[src/rws_pkg.sv]
// Shared constants, codes and control structs for the roulette wheel selector.
// Used by the controller, datapath, checker and top level; no dependencies.
package rws_pkg;

    localparam int POP_MAX   = 64;
    localparam int FIT_BITS  = 16;
    localparam int IDX_W     = $clog2(POP_MAX);
    localparam int TOTAL_W   = FIT_BITS + IDX_W;
    localparam int FRAC_W    = 16;
    localparam int PROD_W    = FRAC_W + TOTAL_W;
    localparam int CFG_W     = 7;
    localparam int CFG_RESET = 64;
    localparam int ENTRY_W   = 6;
    localparam int FITIN_W   = 16;
    localparam int SEL_W     = 6;
    localparam int S_TDATA_W = 40;
    localparam int M_TDATA_W = 8;

    typedef enum logic
    {
        CMD_WRITE  = 1'b0,
        CMD_SELECT = 1'b1
    } cmd_t;

    typedef struct packed
    {
        logic load_in;
        logic wr_commit;
        logic mul_start;
        logic walk_step;
        logic push_out;
    } dp_cmd_t;

    typedef struct packed
    {
        logic walk_done;
        logic out_free;
    } dp_status_t;

endpackage

[src/roulette_wheel_selector_core.sv]
// Top level of the roulette wheel selector: stream ports, config port, ctrl and datapath.
// Depends on rws_pkg, rws_ctrl, rws_dp (and rws_ram through the datapath).
//
//  channel   direction  words carried
//  s_axis    in         write fitness entry (tuser=0) or select (tuser=1)
//  m_axis    out        one selected member per select word
//  cfg       in         population_size, single register, write only
//
// A write word reads the old entry from the table, then updates the total and writes the entry.
// A select word runs the fraction*total multiply, then walks k = 1..POP_MAX entries with
// one table read per entry through the RAM read port, then pushes the result. Reset clears
// the table valid bits and the total and sets the config to CFG_RESET at once. A stalled
// output holds the next select in its push step only.
module roulette_wheel_selector_core (
    input  logic                          clk,
    input  logic                          rst_n,
    input  logic                          s_axis_tvalid,
    output logic                          s_axis_tready,
    // [5:0] entry_index, [21:6] fitness_value, [37:22] random_fraction, [39:38] zero
    input  logic [rws_pkg::S_TDATA_W-1:0] s_axis_tdata,
    // [0] command
    input  logic                          s_axis_tuser,
    output logic                          m_axis_tvalid,
    input  logic                          m_axis_tready,
    // [5:0] selected_index, [7:6] zero
    output logic [rws_pkg::M_TDATA_W-1:0] m_axis_tdata,
    // [0] fell_through
    output logic                          m_axis_tuser,
    input  logic                          cfg_we,
    input  logic [rws_pkg::CFG_W-1:0]     cfg_wdata
);

    rws_pkg::dp_cmd_t             cmd;
    rws_pkg::dp_status_t          status;
    logic [rws_pkg::SEL_W-1:0]    selected_index;

    rws_ctrl u_ctrl (
        .clk     (clk),
        .rst_n   (rst_n),
        .in_valid(s_axis_tvalid),
        .in_kind (s_axis_tuser),
        .in_ready(s_axis_tready),
        .cmd     (cmd),
        .status  (status)
    );

    rws_dp u_dp (
        .clk            (clk),
        .rst_n          (rst_n),
        .cfg_we         (cfg_we),
        .cfg_wdata      (cfg_wdata),
        .entry_index    (s_axis_tdata[5:0]),
        .fitness_value  (s_axis_tdata[21:6]),
        .random_fraction(s_axis_tdata[37:22]),
        .cmd            (cmd),
        .status         (status),
        .out_ready      (m_axis_tready),
        .out_valid      (m_axis_tvalid),
        .selected_index (selected_index),
        .fell_through   (m_axis_tuser)
    );

    assign m_axis_tdata = {{(rws_pkg::M_TDATA_W - rws_pkg::SEL_W){1'b0}}, selected_index};

endmodule

[src/rws_ram.sv]
// Generic single-write, single-read RAM with registered read data.
// No dependencies.
module rws_ram #(
    parameter int WIDTH = 16,
    parameter int DEPTH = 64
) (
    input  logic                     clk,
    input  logic                     we,
    input  logic [$clog2(DEPTH)-1:0] waddr,
    input  logic [WIDTH-1:0]         wdata,
    input  logic [$clog2(DEPTH)-1:0] raddr,
    output logic [WIDTH-1:0]         rdata
);

    logic [WIDTH-1:0] mem [DEPTH];
    logic [WIDTH-1:0] rdata_reg;

    always_ff @(posedge clk)
    begin
        if (we)
        begin
            mem[waddr] <= wdata;
        end
        rdata_reg <= mem[raddr];
    end

    assign rdata = rdata_reg;

endmodule

[src/rws_ctrl.sv]
// Sequencer for write and select words of the roulette wheel selector.
// Depends on rws_pkg for the command and status structs.
module rws_ctrl (
    input  logic                clk,
    input  logic                rst_n,
    input  logic                in_valid,
    input  logic                in_kind,
    output logic                in_ready,
    output rws_pkg::dp_cmd_t    cmd,
    input  rws_pkg::dp_status_t status
);

    typedef enum logic [4:0]
    {
        ST_IDLE = 5'b00001,
        ST_WR   = 5'b00010,
        ST_MUL  = 5'b00100,
        ST_WALK = 5'b01000,
        ST_PUSH = 5'b10000
    } state_t;

    state_t state_reg;
    state_t state_next;

    always_ff @(posedge clk or negedge rst_n)
    begin
        if (!rst_n)
        begin
            state_reg <= ST_IDLE;
        end
        else
        begin
            state_reg <= state_next;
        end
    end

    always_comb
    begin
        state_next = state_reg;
        cmd        = '0;
        in_ready   = 1'b0;
        unique case (state_reg)
            ST_IDLE:
            begin
                in_ready = 1'b1;
                if (in_valid)
                begin
                    cmd.load_in = 1'b1;
                    state_next  = (in_kind == rws_pkg::CMD_SELECT) ? ST_MUL : ST_WR;
                end
            end
            ST_WR:
            begin
                cmd.wr_commit = 1'b1;
                state_next    = ST_IDLE;
            end
            ST_MUL:
            begin
                cmd.mul_start = 1'b1;
                state_next    = ST_WALK;
            end
            ST_WALK:
            begin
                cmd.walk_step = 1'b1;
                if (status.walk_done)
                begin
                    state_next = ST_PUSH;
                end
            end
            ST_PUSH:
            begin
                // hold the pick until the output register frees up
                if (status.out_free)
                begin
                    cmd.push_out = 1'b1;
                    state_next   = ST_IDLE;
                end
            end
            default:
            begin
                state_next = ST_IDLE;
            end
        endcase
    end

endmodule

[src/rws_dp.sv]
// Datapath: fitness table, running total, target multiply, walk and output register.
// Depends on rws_pkg and rws_ram.
module rws_dp (
    input  logic                         clk,
    input  logic                         rst_n,
    input  logic                         cfg_we,
    input  logic [rws_pkg::CFG_W-1:0]    cfg_wdata,
    input  logic [rws_pkg::ENTRY_W-1:0]  entry_index,
    input  logic [rws_pkg::FITIN_W-1:0]  fitness_value,
    input  logic [rws_pkg::FRAC_W-1:0]   random_fraction,
    input  rws_pkg::dp_cmd_t             cmd,
    output rws_pkg::dp_status_t          status,
    input  logic                         out_ready,
    output logic                         out_valid,
    output logic [rws_pkg::SEL_W-1:0]    selected_index,
    output logic                         fell_through
);

    localparam int IDX_W   = rws_pkg::IDX_W;
    localparam int TOTAL_W = rws_pkg::TOTAL_W;
    localparam int FIT_W   = rws_pkg::FIT_BITS;

    logic [rws_pkg::CFG_W-1:0]  pop_reg;
    logic [IDX_W-1:0]           last_reg;
    logic [FIT_W-1:0]           fit_reg;
    logic [rws_pkg::FRAC_W-1:0] frac_reg;
    logic [IDX_W-1:0]           wr_addr_reg;
    logic                       in_range_reg;
    logic [TOTAL_W-1:0]         total_reg;
    logic [rws_pkg::POP_MAX-1:0] valid_reg;
    logic                       rd_valid_reg;
    logic [TOTAL_W-1:0]         target_reg;
    logic [TOTAL_W-1:0]         acc_reg;
    logic [IDX_W-1:0]           walk_idx_reg;
    logic [IDX_W-1:0]           pick_reg;
    logic                       fell_reg;
    logic                       out_valid_reg;
    logic [rws_pkg::SEL_W-1:0]  out_index_reg;
    logic                       out_fell_reg;

    logic [31:0]                pop32;
    logic [31:0]                idx32;
    logic [31:0]                fit32;
    logic [31:0]                pick32;
    logic [IDX_W-1:0]           last_calc;
    logic [IDX_W-1:0]           raddr;
    logic [FIT_W-1:0]           rdata;
    logic [FIT_W-1:0]           entry_fit;
    logic [TOTAL_W-1:0]         sum;
    logic [rws_pkg::PROD_W-1:0] product;
    logic                       hit;
    logic                       at_last;

    assign pop32  = 32'(pop_reg);
    assign idx32  = 32'(entry_index);
    assign fit32  = 32'(fitness_value);
    assign pick32 = 32'(pick_reg);

    // clamp the population size to 1..POP_MAX and keep the last member index
    always_comb
    begin
        if (pop32 == 32'd0)
        begin
            last_calc = '0;
        end
        else if (pop32 > 32'(rws_pkg::POP_MAX))
        begin
            last_calc = IDX_W'(rws_pkg::POP_MAX - 1);
        end
        else
        begin
            last_calc = IDX_W'(pop32 - 32'd1);
        end
    end

    always_comb
    begin
        if (cmd.load_in)
        begin
            raddr = idx32[IDX_W-1:0];
        end
        else if (cmd.mul_start)
        begin
            raddr = '0;
        end
        else
        begin
            raddr = walk_idx_reg + IDX_W'(1);
        end
    end

    rws_ram #(
        .WIDTH(FIT_W),
        .DEPTH(rws_pkg::POP_MAX)
    ) u_table (
        .clk  (clk),
        .we   (cmd.wr_commit & in_range_reg),
        .waddr(wr_addr_reg),
        .wdata(fit_reg),
        .raddr(raddr),
        .rdata(rdata)
    );

    // never-written entries read as zero
    assign entry_fit = rd_valid_reg ? rdata : '0;
    assign sum       = acc_reg + TOTAL_W'(entry_fit);
    assign hit       = (sum >= target_reg);
    assign at_last   = (walk_idx_reg == last_reg);
    assign product   = frac_reg * total_reg;

    assign status.walk_done = hit | at_last;
    assign status.out_free  = ~out_valid_reg | out_ready;

    always_ff @(posedge clk or negedge rst_n)
    begin
        if (!rst_n)
        begin
            pop_reg       <= rws_pkg::CFG_W'(rws_pkg::CFG_RESET);
            total_reg     <= '0;
            valid_reg     <= '0;
            rd_valid_reg  <= 1'b0;
            out_valid_reg <= 1'b0;
        end
        else
        begin
            if (cfg_we)
            begin
                pop_reg <= cfg_wdata;
            end
            rd_valid_reg <= valid_reg[raddr];
            if (cmd.wr_commit && in_range_reg)
            begin
                total_reg              <= total_reg - TOTAL_W'(entry_fit) + TOTAL_W'(fit_reg);
                valid_reg[wr_addr_reg] <= 1'b1;
            end
            if (cmd.push_out)
            begin
                out_valid_reg <= 1'b1;
            end
            else if (out_ready)
            begin
                out_valid_reg <= 1'b0;
            end
        end
    end

    always_ff @(posedge clk)
    begin
        if (cmd.load_in)
        begin
            fit_reg      <= fit32[FIT_W-1:0];
            frac_reg     <= random_fraction;
            wr_addr_reg  <= idx32[IDX_W-1:0];
            in_range_reg <= (idx32 < 32'(rws_pkg::POP_MAX));
            last_reg     <= last_calc;
        end
        if (cmd.mul_start)
        begin
            target_reg   <= product[rws_pkg::PROD_W-1:rws_pkg::FRAC_W];
            acc_reg      <= '0;
            walk_idx_reg <= '0;
        end
        else if (cmd.walk_step)
        begin
            if (hit || at_last)
            begin
                pick_reg <= walk_idx_reg;
                fell_reg <= ~hit;
            end
            else
            begin
                acc_reg      <= sum;
                walk_idx_reg <= walk_idx_reg + IDX_W'(1);
            end
        end
        if (cmd.push_out)
        begin
            out_index_reg <= pick32[rws_pkg::SEL_W-1:0];
            out_fell_reg  <= fell_reg;
        end
    end

    assign out_valid      = out_valid_reg;
    assign selected_index = out_index_reg;
    assign fell_through   = out_fell_reg;

endmodule

[config.mk]
export PLATFORM = sky130hd
export DESIGN_NAME = roulette_wheel_selector_core
export DESIGN_NICKNAME = d
export VERILOG_FILES = /design/src/rws_pkg.sv /design/src/roulette_wheel_selector_core.sv /design/src/rws_ram.sv /design/src/rws_ctrl.sv /design/src/rws_dp.sv
export SDC_FILE = /design/constraint.sdc
export NUM_CORES = 2
export LEC_CHECK = 0
export ABC_AREA = 1
export BUFFER_PORTS_ARGS = -buffer_cell sky130_fd_sc_hd__buf_2
export CAP_MARGIN = 30
export CELL_PAD_IN_SITES_DETAIL_PLACEMENT = 1
export CELL_PAD_IN_SITES_GLOBAL_PLACEMENT = 1
export CORE_MARGIN = 3
export CORE_UTILIZATION = 51
export DETAILED_ROUTE_END_ITERATION = 12
export PLACE_DENSITY_LB_ADDON = 0.15
export SYNTH_ARGS = -nofsm -noshare
export SYNTH_HDL_FRONTEND = slang
export SYNTH_SLANG_ARGS = --single-unit
[constraint.sdc]
create_clock -name clk -period 6.3 [get_ports clk]
set_clock_uncertainty 0.05 [all_clocks]
set_input_delay 1.26 -clock clk [delete_from_list [all_inputs] [get_ports clk]]
set_output_delay 1.26 -clock clk [all_outputs]
set_load 0.1 [all_outputs]
======== Word level (Yosys, flattened, before mapping) ========
Memories as Yosys holds them, arrays and structs flattened. A register that Yosys moved wholly into a read port is not among the register bits.
Index checks and enable logic that the tools add are counted.
word-level totals
  flip-flop bits (word level) ............. 209
  memory bits (writable) .................. 1,024
  input bits .............................. 53
  memories kept ........................... 1
cells by class
  add/subtract/negate cells ............... 5
  $mul .................................... 1
  order comparisons ....................... 6
  eq/ne operators ......................... 9
  mux-type cells .......................... 25
  bitwise operators ....................... 8
  reduce and logical (&&, ||, !) cells .... 8
memories
  name              depth  bits a word  read ports  clocked after Yosys merged registers in  write ports  RTL line       text
  u_dp.u_table.mem  64     16           1           1                                        1            rws_ram.sv:15  logic [WIDTH-1:0] mem [DEPTH];
operators by type and width
  operator               count
  $or A64 B64 Y64        1
  $add A22 B16 Y22       2
  $mul A16 B22 Y38       1
  $logic_not A32 Y1      1
  $ge A22 B22 Y1         1
  $sub A22 B16 Y22       1
  $lt A6 B7 Y1 const B   3
  $pmux W5 S4            1
  $mux W6                3
  $mux W16               1
  $mux W5                3
  $mux W1                14
  $gt A7 B7 Y1 const B   1
  $add A6 B1 Y6 const B  1
  $bmux W1 S6            1
  $demux W1 S6           1
  $eq A6 B6 Y1           1
  $ge A6 B1 Y1 const B   1
  $ne A2 B2 Y1 const B   3
  $reduce_and A3 Y1      2
  $sub A6 B1 Y6 const B  1
  $eq A5 B1 Y1 const B   1
  $eq A5 B2 Y1 const B   1
  $eq A5 B3 Y1 const B   1
  other kinds (10)       15

======== Longest topological paths before layout ========
  word-level depth ........................ 6
  gate-level depth with buffers ........... 29
  mapped depth without buffers ............ 27

======== Cells and area by module ========
From an unflattened synthesis, not the netlist that was laid out.
second synthesis, totals
  cell total of the unflattened synthesis .. 6,642
  area total of the unflattened synthesis .. 65,995.8 um^2
by module, submodules not included
  module                        times used  cells each  area each (um^2)  sequential area each (um^2)
  rws_ram                       1           3,517       42,099.1          31,069.8
  rws_dp                        1           3,081       23,555.1          5,341.4
  rws_ctrl                      1           41          322.8             126.4
  roulette_wheel_selector_core  1           3           18.8              0.0

======== Worst setup path before layout ========
OpenSTA, ideal clock, no wires.
  kind .................................... reg-to-reg
  start ................................... register u_dp.total_reg[18]
  end ..................................... register u_dp.target_reg[19] (data pin)
  setup time .............................. 0.252 ns
  data arrival time ....................... 5.295 ns
  setup slack ............................. 0.703 ns
  cell stages (with the launch flop) ...... 24
  path buffers ............................ 2
  clock period less this slack ............ 5.597 ns
  path through ............................ dfrtp_1 > clkbuf_1 > clkbuf_1 > nand2_1 > fa_1 > inv_1 > fa_1 > inv_1 > fa_1 > inv_1 > fa_1 > fa_1 > inv_1 > fa_1 > inv_1 > ha_1 > a21oi_1 > o21ai_0 > a21oi_1 > o21ai_0 > a31oi_1 > nand2_1 > nand2_1 > nand2_1
on the way
  word-level cells in the longest chain between the ends .. 1
RTL lines
  what                        RTL line       text
  from (decl)                 rws_dp.sv:29   logic [TOTAL_W-1:0] total_reg;
  from (signal assigned)      rws_dp.sv:133  total_reg <= total_reg - TOTAL_W'(entry_fit) + TOTAL_W'(fit_reg);
  $mul A16 B22 Y38            rws_dp.sv:109  assign product = frac_reg * total_reg;
  via u_dp.product (one bit)  rws_dp.sv:50   logic [rws_pkg::PROD_W-1:0] product;
  to (signal assigned)        rws_dp.sv:159  target_reg <= product[rws_pkg::PROD_W-1:rws_pkg::FRAC_W];
  to (decl)                   rws_dp.sv:32   logic [TOTAL_W-1:0] target_reg;
The timed path passes the listed nets, and every way through them passes these cells.
A chain may end at the register's enable or synchronous reset.

======== Worst setup path after layout ========
  start ................................... register u_dp.frac_reg[5] (netlist bit)
  end ..................................... register u_dp.target_reg[19] (data pin)
on the way
  word-level cells in the longest chain between the ends .. 1
RTL lines
  what                        RTL line       text
  from (decl)                 rws_dp.sv:26   logic [rws_pkg::FRAC_W-1:0] frac_reg;
  from (signal assigned)      rws_dp.sv:152  frac_reg <= random_fraction;
  $mul A16 B22 Y38            rws_dp.sv:109
  via u_dp.product (one bit)  rws_dp.sv:50
The timed path passes the listed nets, and every way through them passes these cells.

==> impl_metrics.py <==
metrics = {
    "outcome": {
        "outcome": "completed",
    },
    "synth": {
        "postSynthAreaPerCell_um2": 9.806,
        "synth-edff-count": 1104,
        "yosys_register_bits": 1248,
        "synthDominantAreaCellType": "edfxtp_1",
        "asyncSetResetFlopFracSynth": 0.08013,
        "synth.distinct_cells": 49,
        "synth_area_leaders": "edfxtp_1 (49%), nand2_1 (10%), nand3_1 (8.8%), fa_1 (8.7%), inv_1 (5.2%)",
        "synthTopCellsByCount": "nand2_1 (1866), nand3_1 (1184), edfxtp_1 (1104), inv_1 (930), fa_1 (294)",
        "synth.yosys.seq_area_share": 0.5422,
        "mappedNetlistArea_um2": 67380,
        "postSynth.topFlopCell": "edfxtp_1",
        "syn_inst": 6872,
        "yosys_warnings": 0,
        "synth_top_area_share": 0.4920,
        "synth.most_common_cell": "nand2_1",
    },
    "timing": {
        "maxSlewViolCount": 0,
        "fin_tns_setup_ns": 0,
        "max_freq_mhz": 166.0,
        "period_needed_ns": 6.025,
        "tightestPinTransition_ns": 1.015,
        "report.final.hold_viol_count": 0,
        "unrepaired_setup_endpoints_after_global_routing": "false",
        "share_of_the_cycle_needed_by_the_critical_path_after_routing": 0.9563,
        "slew-limit-headroom": 0.3207,
        "report.final.setup_viol": 0,
    },
    "layout": {
        "n_fill_cell": 14310,
        "synthToLayoutAreaGrowth_pct": 10.35,
        "postLayoutCoreUtil": 0.5706,
        "layout-drive-gt1-share": 0.07361,
        "finish.net_count": 7402,
        "flip_flop_count_of_the_largest_register_after_layout": 1024,
    },
    "global_routing": {
        "grt_start_max_net_pins": 164,
        "track_usage": 0.3070,
        "grt_antenna_before_repair": 4,
        "first_global_vias": 54130,
        "grt.overflow.total": 0,
        "grt_first_pass_wirelength_um": 319200,
    },
    "setup_path": {
        "cp_num_buf_inv": 4,
        "critical_path.max_fanout": 9,
        "critical_path.most_common_cell": "nand2_1",
        "critical-path-top-delay-family": "adder cells",
        "critPathSlowestCell": "fa_1",
        "delay_of_the_slowest_cell_on_the_worst_path_ns": 0.64,
        "cp-start-kind": "flip-flop",
        "worstSetupPathType": "flip-flop to flip-flop",
        "critical_path.cell_chain": "buf_4 > nand2_1 > fa_1 > inv_1 > fa_1 > fa_1 > inv_1 > fa_1 > fa_1 > fa_1 > inv_1 > ha_1 > nand2_1 > nor4_1 > nand2_1 > nand2_1 > nand2_1 > nand2_1 > nand2_1 > nand3_1 > nand2_1",
        "worst_setup_path_end_kind": "flip-flop",
        "cp_data_required_time_ns": 6.75,
        "critical_path_arrival_ns": 6.48,
    },
    "route": {
        "drt_pass1_iterations": 5,
        "routed_wire_length_per_instance_um": 23.80,
        "drt-initial-drc-count": 4381,
        "routed_wl_um": 208000,
        "post_drt_via_cell_ratio": 5.738,
        "route.antenna.remaining_nets": 0,
        "route.detailed.drc": 0,
        "vias": 50160,
    },
    "die": {
        "io_pins": 64,
        "placementRows": 132,
        "core_area_um2": 130300,
        "initial_core_util": 0.5171,
        "die_y_um": 369.5,
        "die_footprint_um2": 136500,
        "floorplan.die.width_um": 369.5,
    },
    "place": {
        "io_buffer_count": 59,
        "gp_routability_congestion": 0.8773,
        "dpl.hpwl_um": 130200,
    },
    "clock_tree": {
        "cts_root_buffer": "clkbuf_16",
        "clockBufferDepth": 3,
        "cts-htree-levels": 4,
        "clkTransAtPathRegs_ns": 0.06,
        "clk-insertion-delay-late_ns": 0.78,
        "cts_tree": "yes",
        "cts_buffers": 138,
        "hold_buffers": 0,
        "cts.sinks": 1248,
    },
    "flow_run": {
        "max-cap-violations": 0,
    },
    "worst_hold_path": {
        "worst_hold_path_type": "flip-flop to flip-flop",
    },
}
## final timing paths
check,end,slack [ns],startpoint,cells past startpoint
worst min register to register,u_dp.selected_index[3]$_DFFE_PP_,0.37,u_dp.pick_reg[3]$_DFFE_PP_,0
worst min-delay path,u_dp.selected_index[3]$_DFFE_PP_,0.37,u_dp.pick_reg[3]$_DFFE_PP_,0
worst max-delay path,u_dp.target_reg[19]$_DFFE_PP_,0.28,u_dp.frac_reg[5]$_DFFE_PP_,21
max in group asynchronous,u_dp.valid_reg[36]$_DFFE_PN0P_,4.36,rst_n,2
worst max register to register,u_dp.target_reg[19]$_DFFE_PP_,0.28,u_dp.frac_reg[5]$_DFFE_PP_,21
min in group asynchronous,u_ctrl.state_reg[2]$_DFFE_PN0P_,0.51,rst_n,1
## cells in the final DEF (no fill, tap or decap), types with 6 or more instances in the layout
master,n
nand2_1,1865
nand3_1,1184
edfxtp_1,1104
inv_1,930
fa_1,294
nor2_1,200
buf_4,190
ha_1,169
o21ai_0,163
clkbuf_16,140
nand3b_1,129
a21oi_1,99
dfrtp_1,88
buf_2,58
dfxtp_1,44
xor2_1,39
clkbuf_1,34
clkinv_1,23
buf_12,23
clkinv_2,21
nand4_1,19
nor3_1,19
xnor2_1,18
a31oi_1,13
o21bai_1,9
or2_2,9
dfrtp_2,9
a21o_1,8
o21a_1,8
bufinv_16,7
clkbuf_8,6
## cells by family (layout without fill, tap and decap cells)
logic type / after synthesis / in the layout / share of synthesized area
buffers and inverters: 1338 / 1461 / 0.08218
AOI/OAI and AO/OA: 319 / 319 / 0.02540
adders and majority gates: 463 / 463 / 0.1187
muxes: 1 / 1 / 0.0001671
and+or+nand+nor: 3445 / 3445 / 0.2238
other: 1 / 6 / 0.00005565
DFF: 1248 / 1248 / 0.5422
xor gates and xnor gates: 57 / 57 / 0.007409
## metal layers
metal | up-vias | wire, um | global-route usage
met1 | 25570 | 82630 | 0.3902
met3 | 402 | 13040 | 0.04455
met2 | 1686 | 103900 | 0.5272
met4 | 0 | 8496 | 0.1271
li1 | 22510 | - | -
met5 | - | 0 | 0
## timing repair
action                     in CTS  in global routing
setup buffers                   0                 10
gates resized for setup         0                 13
setup endpoints to repair       0                 18
## stage by stage
step / setup slack [ns] / cell area [um^2] / std cells / hold slack (ns)
after detailed placement: 0.1113 / 69720 / 8476 / 0.3583
after global placement: 0.1474 / 69680 / 8474 / 0.3566
after floorplan: 0.7029 / 67390 / 6873 / 0.3503
after CTS: 0.03492 / 74160 / 8726 / 0.3728
final: 0.2753 / 74360 / 8742 / 0.3702
after global routing: 0.01521 / 74350 / 8738 / 0.3774
## layout make-up
type                    count  area, um^2  area share
flip-flops and latches   1248       36550      0.4916
multi-input cells        4287       25400      0.3416
clock buffers             180        3714     0.04994
inverters                 936        3516     0.04728
repair buffers            275        2255     0.03032
well taps                1742        2180     0.02931
clock inverters            70       735.7    0.009894
diodes                      4       10.01   0.0001346
Power is not shown: default switching activity piles up to over one toggle a cycle in this logic, so the estimate is an artifact.
